File: src/xrng_pkg.sv
// ----------------------------------------------------------------------------
// xrng_pkg
// Shared types and constants for the xorshift64* range/unit generator.
// ----------------------------------------------------------------------------
`default_nettype none

package xrng_pkg;

	localparam logic [63:0] GEN_MULT    = 64'd2685821657736338717;
	localparam logic [63:0] GEN_DEFAULT = 64'h9E3779B97F4A7C15;

	localparam int VALUE_W = 53;
	localparam int BOUND_W = 32;

	// request kinds
	localparam logic ACT_RANGE = 1'b0;
	localparam logic ACT_UNIT  = 1'b1;

	// result status codes
	localparam logic STS_OK      = 1'b0;
	localparam logic STS_BAD_ARG = 1'b1;

	// one classified request, handed from front to back
	typedef struct packed {
		logic               action;
		logic [BOUND_W-1:0] bound;
		logic               status;
		logic [63:0]        state;
	} job_t;

	// queue occupancy flags
	typedef struct packed {
		logic full;
		logic empty;
	} q_stat_t;

endpackage : xrng_pkg

`default_nettype wire

File: src/xrng_queue.sv
// ----------------------------------------------------------------------------
// xrng_queue
// Small first-in first-out buffer of classified jobs between front and back.
// ----------------------------------------------------------------------------
`default_nettype none

module xrng_queue
	import xrng_pkg::*;
#(
	parameter int DEPTH = 2
) (
	input  wire logic    clk,
	input  wire logic    arst_n,
	input  wire logic    push,
	input  wire job_t    push_job,
	input  wire logic    pop,
	output job_t         pop_job,
	output q_stat_t      stat
);

	localparam int PTR_W = (DEPTH > 1) ? $clog2(DEPTH) : 1;
	localparam int CNT_W = $clog2(DEPTH + 1);

	job_t             entry_q [DEPTH];
	logic [PTR_W-1:0] wr_ptr_q;
	logic [PTR_W-1:0] rd_ptr_q;
	logic [CNT_W-1:0] count_q;
	logic             do_push;
	logic             do_pop;

	assign stat.full  = (count_q == CNT_W'(DEPTH));
	assign stat.empty = (count_q == '0);
	assign do_push    = push && !stat.full;
	assign do_pop     = pop && !stat.empty;
	assign pop_job    = entry_q[rd_ptr_q];

	always_ff @(posedge clk) begin
		if (do_push) begin
			entry_q[wr_ptr_q] <= push_job;
		end
	end

	always_ff @(posedge clk or negedge arst_n) begin
		if (!arst_n) begin
			wr_ptr_q <= '0;
			rd_ptr_q <= '0;
			count_q  <= '0;
		end else begin
			if (do_push) begin
				wr_ptr_q <= (wr_ptr_q == PTR_W'(DEPTH - 1)) ? '0 : wr_ptr_q + 1'b1;
			end
			if (do_pop) begin
				rd_ptr_q <= (rd_ptr_q == PTR_W'(DEPTH - 1)) ? '0 : rd_ptr_q + 1'b1;
			end
			case ({do_push, do_pop})
				2'b10:   count_q <= count_q + 1'b1;
				2'b01:   count_q <= count_q - 1'b1;
				default: count_q <= count_q;
			endcase
		end
	end

	a_count_bounded: assert property (@(posedge clk) disable iff (!arst_n)
		count_q <= CNT_W'(DEPTH))
		else $error("queue count above depth");

	a_ptrs_meet_when_empty: assert property (@(posedge clk) disable iff (!arst_n)
		stat.empty |-> (wr_ptr_q == rd_ptr_q))
		else $error("queue pointers differ while empty");

endmodule : xrng_queue

`default_nettype wire

File: src/xrng_front.sv
// ----------------------------------------------------------------------------
// xrng_front
// Holds the generator state, takes seed writes and requests, advances the
// state and hands each classified request to the queue.
// ----------------------------------------------------------------------------
`default_nettype none

module xrng_front
	import xrng_pkg::*;
(
	input  wire logic               clk,
	input  wire logic               arst_n,
	input  wire logic               cfg_valid,
	output logic                    cfg_ready,
	input  wire logic [63:0]        seed,
	input  wire logic               in_valid,
	output logic                    in_ready,
	input  wire logic               action,
	input  wire logic [BOUND_W-1:0] bound,
	input  wire q_stat_t            q_stat,
	output logic                    push,
	output job_t                    push_job
);

	logic [63:0] gen_state_q;
	logic [63:0] s1;
	logic [63:0] s2;
	logic [63:0] s3;
	logic        zero_bound;
	logic        take;

	assign s1 = gen_state_q ^ (gen_state_q >> 12);
	assign s2 = s1 ^ (s1 << 25);
	assign s3 = s2 ^ (s2 >> 27);

	// a range draw with no room leaves the state where it is
	assign zero_bound = (action == ACT_RANGE) && (bound == '0);

	assign cfg_ready = 1'b1;
	assign in_ready  = !q_stat.full;
	assign take      = in_valid && in_ready;
	assign push      = take;

	assign push_job.action = action;
	assign push_job.bound  = bound;
	assign push_job.status = zero_bound ? STS_BAD_ARG : STS_OK;
	assign push_job.state  = s3;

	always_ff @(posedge clk or negedge arst_n) begin
		if (!arst_n) begin
			gen_state_q <= GEN_DEFAULT;
		end else if (cfg_valid && cfg_ready) begin
			gen_state_q <= (seed != '0) ? seed : GEN_DEFAULT;
		end else if (take && !zero_bound) begin
			gen_state_q <= s3;
		end
	end

	a_state_nonzero: assert property (@(posedge clk) disable iff (!arst_n)
		gen_state_q != '0)
		else $error("generator state reached zero");

endmodule : xrng_front

`default_nettype wire

File: src/xrng_back.sv
// ----------------------------------------------------------------------------
// xrng_back
// Pops jobs, forms the xorshift64* product on one shared 32x32 multiplier,
// scales range draws and drives the output register.
// ----------------------------------------------------------------------------
`default_nettype none

module xrng_back
	import xrng_pkg::*;
(
	input  wire logic               clk,
	input  wire logic               arst_n,
	input  wire q_stat_t            q_stat,
	input  wire job_t               pop_job,
	output logic                    pop,
	output logic                    out_valid,
	input  wire logic               out_ready,
	output logic                    status,
	output logic [VALUE_W-1:0]      value
);

	localparam logic [2:0] S_IDLE = 3'd0;
	localparam logic [2:0] S_LL   = 3'd1;
	localparam logic [2:0] S_HL   = 3'd2;
	localparam logic [2:0] S_LH   = 3'd3;
	localparam logic [2:0] S_SUM  = 3'd4;
	localparam logic [2:0] S_RNG  = 3'd5;
	localparam logic [2:0] S_WAIT = 3'd6;
	localparam logic [2:0] S_FIN  = 3'd7;

	localparam logic [31:0] MULT_LO = GEN_MULT[31:0];
	localparam logic [31:0] MULT_HI = GEN_MULT[63:32];

	logic [2:0]         state_q;
	job_t               job_q;
	logic [31:0]        mul_a;
	logic [31:0]        mul_b;
	logic [63:0]        mul_q;
	logic [63:0]        pll_q;
	logic [31:0]        cross_q;
	logic [31:0]        p_hi_q;
	logic               out_valid_q;
	logic               status_q;
	logic [VALUE_W-1:0] value_q;
	logic               out_free;
	logic [VALUE_W-1:0] result;

	assign pop      = (state_q == S_IDLE) && !q_stat.empty;
	assign out_free = !out_valid_q || out_ready;

	// operand select for the shared multiplier
	always_comb begin
		case (state_q)
			S_LL: begin
				mul_a = job_q.state[31:0];
				mul_b = MULT_LO;
			end
			S_HL: begin
				mul_a = job_q.state[63:32];
				mul_b = MULT_LO;
			end
			S_LH: begin
				mul_a = job_q.state[31:0];
				mul_b = MULT_HI;
			end
			S_RNG: begin
				mul_a = p_hi_q;
				mul_b = job_q.bound;
			end
			default: begin
				mul_a = '0;
				mul_b = '0;
			end
		endcase
	end

	always_comb begin
		if (job_q.status == STS_BAD_ARG) begin
			result = '0;
		end else if (job_q.action == ACT_UNIT) begin
			result = {p_hi_q, pll_q[31:11]};
		end else begin
			result = {{(VALUE_W - 32){1'b0}}, mul_q[63:32]};
		end
	end

	always_ff @(posedge clk) begin
		// product held through the wait and a stalled finish
		if (state_q == S_LL || state_q == S_HL || state_q == S_LH || state_q == S_RNG) begin
			mul_q <= mul_a * mul_b;
		end
		if (pop) begin
			job_q <= pop_job;
		end
		if (state_q == S_HL) begin
			pll_q <= mul_q;
		end
		if (state_q == S_LH) begin
			cross_q <= mul_q[31:0];
		end
		if (state_q == S_SUM) begin
			// upper word of the product modulo 2^64
			p_hi_q <= pll_q[63:32] + cross_q + mul_q[31:0];
		end
		if (state_q == S_FIN && out_free) begin
			status_q <= job_q.status;
			value_q  <= result;
		end
	end

	always_ff @(posedge clk or negedge arst_n) begin
		if (!arst_n) begin
			state_q     <= S_IDLE;
			out_valid_q <= 1'b0;
		end else begin
			if (state_q == S_FIN && out_free) begin
				out_valid_q <= 1'b1;
			end else if (out_ready) begin
				out_valid_q <= 1'b0;
			end
			case (state_q)
				S_IDLE: begin
					if (pop) begin
						state_q <= (pop_job.status == STS_BAD_ARG) ? S_FIN : S_LL;
					end
				end
				S_LL:   state_q <= S_HL;
				S_HL:   state_q <= S_LH;
				S_LH:   state_q <= S_SUM;
				S_SUM:  state_q <= (job_q.action == ACT_UNIT) ? S_FIN : S_RNG;
				S_RNG:  state_q <= S_WAIT;
				S_WAIT: state_q <= S_FIN;
				S_FIN: begin
					if (out_free) begin
						state_q <= S_IDLE;
					end
				end
				default: state_q <= S_IDLE;
			endcase
		end
	end

	assign out_valid = out_valid_q;
	assign status    = status_q;
	assign value     = value_q;

	a_rng_only_range: assert property (@(posedge clk) disable iff (!arst_n)
		(state_q == S_RNG) |-> (job_q.action == ACT_RANGE && job_q.status == STS_OK))
		else $error("scaling step on a job that needs none");

	a_bad_arg_zero: assert property (@(posedge clk) disable iff (!arst_n)
		(out_valid_q && status_q == STS_BAD_ARG) |-> (value_q == '0))
		else $error("invalid result carries a nonzero value");

endmodule : xrng_back

`default_nettype wire

File: src/xorshift64star_range_unit_rng.sv
// ----------------------------------------------------------------------------
// xorshift64star_range_unit_rng
// xorshift64* generator with bounded-integer and Q0.53 unit draws.
// ----------------------------------------------------------------------------
// Channels: requests (action, bound) on in_valid/in_ready, results
// (status, value) on out_valid/out_ready, seed writes on cfg_valid/cfg_ready.
// A seed word loads the generator state at once; zero loads the default
// constant. Write the seed only while no request is outstanding.
// The front advances the state in the cycle a request is taken, unless it is
// a zero-bound range draw, and queues the job, so in_ready stays high while the
// queue has room. The back forms the 64-bit product on one 32x32 multiplier
// in three passes, then one more pass scales a range draw by its bound.
// A zero-bound range draw skips the multiplier (status 1, value 0).
// The back takes one job at a time and pops the next only after the result
// of the current job has gone to the output register.
// A stalled receiver holds the output register; the back then waits with one
// finished job and the queue fills before in_ready drops.
// Reset clears the queue and output and loads the default constant.
// ----------------------------------------------------------------------------
`default_nettype none

module xorshift64star_range_unit_rng
	import xrng_pkg::*;
#(
	parameter int QUEUE_DEPTH = 2
) (
	input  wire logic               clk,
	input  wire logic               arst_n,
	input  wire logic               cfg_valid,
	output logic                    cfg_ready,
	input  wire logic [63:0]        seed,
	input  wire logic               in_valid,
	output logic                    in_ready,
	input  wire logic               action,
	input  wire logic [BOUND_W-1:0] bound,
	output logic                    out_valid,
	input  wire logic               out_ready,
	output logic                    status,
	output logic [VALUE_W-1:0]      value
);

	q_stat_t q_stat;
	logic    push;
	job_t    push_job;
	logic    pop;
	job_t    pop_job;

	xrng_front u_front (
		.clk       (clk),
		.arst_n    (arst_n),
		.cfg_valid (cfg_valid),
		.cfg_ready (cfg_ready),
		.seed      (seed),
		.in_valid  (in_valid),
		.in_ready  (in_ready),
		.action    (action),
		.bound     (bound),
		.q_stat    (q_stat),
		.push      (push),
		.push_job  (push_job)
	);

	xrng_queue #(
		.DEPTH (QUEUE_DEPTH)
	) u_queue (
		.clk      (clk),
		.arst_n   (arst_n),
		.push     (push),
		.push_job (push_job),
		.pop      (pop),
		.pop_job  (pop_job),
		.stat     (q_stat)
	);

	xrng_back u_back (
		.clk       (clk),
		.arst_n    (arst_n),
		.q_stat    (q_stat),
		.pop_job   (pop_job),
		.pop       (pop),
		.out_valid (out_valid),
		.out_ready (out_ready),
		.status    (status),
		.value     (value)
	);

endmodule : xorshift64star_range_unit_rng

`default_nettype wire
File: config.mk
export PLATFORM = sky130hd
export DESIGN_NAME = xorshift64star_range_unit_rng
export DESIGN_NICKNAME = d
export VERILOG_FILES = /design/src/xrng_pkg.sv /design/src/xrng_queue.sv /design/src/xrng_front.sv /design/src/xrng_back.sv /design/src/xorshift64star_range_unit_rng.sv
export SDC_FILE = /design/constraint.sdc
export NUM_CORES = 2
export LEC_CHECK = 0
export ABC_AREA = 1
export BUFFER_PORTS_ARGS = -buffer_cell sky130_fd_sc_hd__buf_2
export CAP_MARGIN = 20
export CORE_ASPECT_RATIO = 0.7
export CORE_MARGIN = 1.5
export CORE_UTILIZATION = 62
export CTS_CLUSTER_DIAMETER = 200
export DETAILED_ROUTE_END_ITERATION = 10
export PLACE_DENSITY = 0.9
export SETUP_SLACK_MARGIN = 0.05
export SLEW_MARGIN = 20
export SYNTH_ARGS = -nofsm -noshare
export SYNTH_HDL_FRONTEND = slang
export SYNTH_SLANG_ARGS = --single-unit
File: constraint.sdc
create_clock -name clk -period 12.4 [get_ports clk]
set_clock_uncertainty 0.1 [all_clocks]
set_input_delay 1.24 -clock clk [delete_from_list [all_inputs] [get_ports clk]]
set_output_delay 1.24 -clock clk [all_outputs]
set_load 0.01 [all_outputs]
==> impl_metrics.env <==
export IMPL_r2r_start="u_back.state_q[2]"
export IMPL_dp_hpwl_um=161000
export IMPL_max_cap_viol_count=0
export IMPL_grt_pass1_wl_um=304000
export IMPL_finalCritPeriodShare=0.805
export IMPL_hp_class="reg2reg"
export IMPL_critPathSlowestCell="nor3_4"
export IMPL_initial_utilization=0.628
export IMPL_drc=2
export IMPL_fin_crit_ps=9990
export IMPL_wl_per_cell_um=25.1
export IMPL_slowest_delay_ps=700
export IMPL_cts_resized=0
export IMPL_syn_nets=8079
export IMPL_synthTopCellsByArea="fa_1, edfxtp_1, nand2_1"
export IMPL_yosys_top_cells_count="nand2_1, inv_1, fa_1, nor2_1, edfxtp_1"
export IMPL_core_area_um2=96400
export IMPL_drt_first_pass_iters=11
export IMPL_utilization=0.670
export IMPL_path_class="reg2reg"
export IMPL_clkTransAtPathRegs_ps=80
export IMPL_root_buffer="clkbuf_16"
export IMPL_die_x_um=377
export IMPL_async_flop_share=0.120
export IMPL_num_vias=48600
export IMPL_cts_made_buffers=48
export IMPL_grt_usage=0.418
export IMPL_synth_ff_type="edfxtp_1"
export IMPL_cts_path_max_buffers=3
export IMPL_finalSetupTns_ps=0
export IMPL_drtAntennaViolNets=0
export IMPL_nets=8159
export IMPL_setup_viol=0
export IMPL_syn_avg_cell_area_um2=8.97
export IMPL_clk_latency_ps=630
export IMPL_yosysTopAreaCellShare=0.307
export IMPL_overflow=0
export IMPL_cts_setup_buffers=0
export IMPL_synth_edf_count=529
export IMPL_fin_cells=8201
export IMPL_wirelength_um=206000
export IMPL_rrSetupSlack_ps=2410
export IMPL_yosysUniqueCellTypes=41
export IMPL_clkSinkCount=601
export IMPL_cts_htree_levels=2
export IMPL_wl_met3_um=36900
export IMPL_crit_fanout=30
export IMPL_via_per_inst=5.92
export IMPL_yosysMostFrequentCell="nand2_1"
export IMPL_drive_gt1_frac=0.0679
export IMPL_violations="DRC"
export IMPL_place_inst=8094
export IMPL_hold_buffers=0
export IMPL_rows=95
export IMPL_first_global_vias=48600
export IMPL_crit_start="u_back.state_q[2]"
export IMPL_met2_wirelength_um=81800
export IMPL_yosys_warnings=0
export IMPL_rsz0062_at_grt="no"
export IMPL_portBuffers=157
export IMPL_timing_rr_end="u_back.mul_q[60]"
export IMPL_outcome="finished with violations"
export IMPL_crit_top_cell="fa_1"
export IMPL_yosys_area_top_type="fa_1"
export IMPL_first_iter_violations=6931
export IMPL_slew_violations=0
export IMPL_startpoint_type="register"
export IMPL_hold_viol_final=0
export IMPL_grt_antenna_before_repair=18
export IMPL_maxSlewHeadroom=0.253
export IMPL_dieArea_um2=99600
export IMPL_die_h_um=264
export IMPL_syn_inst=6755
export IMPL_ios=159
export IMPL_tightestPinTransition_ps=1120
export IMPL_seq_area_frac_synth=0.293
export IMPL_endpoint_kind="register"
export IMPL_worst_endpoint_arrival_ps=10250
export IMPL_gp_congestion=1.05
export IMPL_worstPathRequired_ps=12660
export IMPL_grt_max_degree=79
export IMPL_endpoint="u_back.mul_q[60]"
export IMPL_wl_met1_um=77000
export IMPL_area_growth_pct=6.60
export IMPL_syn_area_um2=60600
export IMPL_ys_seq_elements=601
export IMPL_r2r_cells=30
export IMPL_cts_tree="yes"
export IMPL_top_layer_used="met5"
export IMPL_fmax_ghz=0.100
## metrics by stage
stage	setup WS (ps)	cell area, um2	hold WS (ps)
global route	2300	64500	355
global placement	2840	62900	328
floorplan	3460	60600	321
finish	2410	64600	356
CTS	2720	64500	355
detailed placement	2780	62900	333
## state kept, by name, summed over array words and instances, names as in the netlist, 2 cells and up
name and cells:
u_queue.count_q 2, u_back.cross_q 32, u_queue.entry_q 196, u_back.mul_q 64, u_back.p_hi_q 32, u_back.pll_q 53
u_back.value 53, u_front.gen_state_q 64, u_back.state_q 3, u_back.job_q 98
## how the worst min path moves through the flow
stage	from	end	cells past startpoint
final	u_back.mul_q[32]	u_back.pll_q[32]	0
after global routing	u_back.mul_q[32]	u_back.pll_q[32]	0
after CTS	u_back.mul_q[32]	u_back.pll_q[32]	0
after detailed placement	u_back.mul_q[32]	u_back.pll_q[32]	0
after global placement	u_back.mul_q[32]	u_back.pll_q[32]	0
after floorplan	u_back.mul_q[32]	u_back.pll_q[32]	0
## cells by family (layout without fill, tap and decap cells)
family,Yosys count,count (layout),synth area share
AOI/OAI and AO/OA,291,291,0.0303
DFF,601,601,0.293
other,1,18,0.0000619
buffers and inverters,1640,1760,0.103
xor gates and xnor gates,169,169,0.0244
adders and majority gates,1222,1222,0.368
and+or+nand+nor,2831,2831,0.182
## layout make-up
class,instances,area [um2]
repair buffers,243,1430
flip-flops and latches,601,17700
well taps,1309,1640
multi-input cells,4514,36700
inverters,1427,5360
clock buffers,58,1270
fillers,7361,31800
diodes,17,42.5
clock inverters,32,348
## cells in the final DEF, fill, tap and decap left out, types with 9 or more instances in the layout
master     synthesis  routed
o21ai_4            9      10
nor3_1            24      24
nand3_1          173     173
ha_1             294     294
o21ai_0           86      86
dfrtp_1           34      33
xor2_1            80      80
edfxtp_1         529     529
a21oi_1           98      90
fa_1             928     928
o21ai_2           17      17
o21bai_1          13      13
inv_2             45      48
dfstp_2           38      38
xnor2_1           89      89
nand2_1         1753    1751
inv_1           1368    1366
clkinv_1          14      21
o21ai_1           10       9
buf_4              1      86
diode_2            0      17
a22oi_1           32      32
buf_2             38     157
nand4_1           37      37
clkbuf_16          0      48
nor2_1           825     821
## worst max-delay path: cells and delay by family, from the launching register on
kind | cells | cell delay (ps)
and+or+nand+nor | 10 | 2440
DFF | 1 | 510
adders and majority gates | 9 | 4490
buffers and inverters | 9 | 1760
AOI/OAI and AO/OA | 2 | 390
## per-layer routing
metal	vias to the layer above	track usage
met3	754	0.186
met5	-	0.00387
li1	20400	-
met4	6	0.165
met1	23600	0.588
met2	3798	0.567
Power is left out: the tool's default activity adds up to more than one toggle a clock period on the data nets, which glitch-free logic cannot reach.
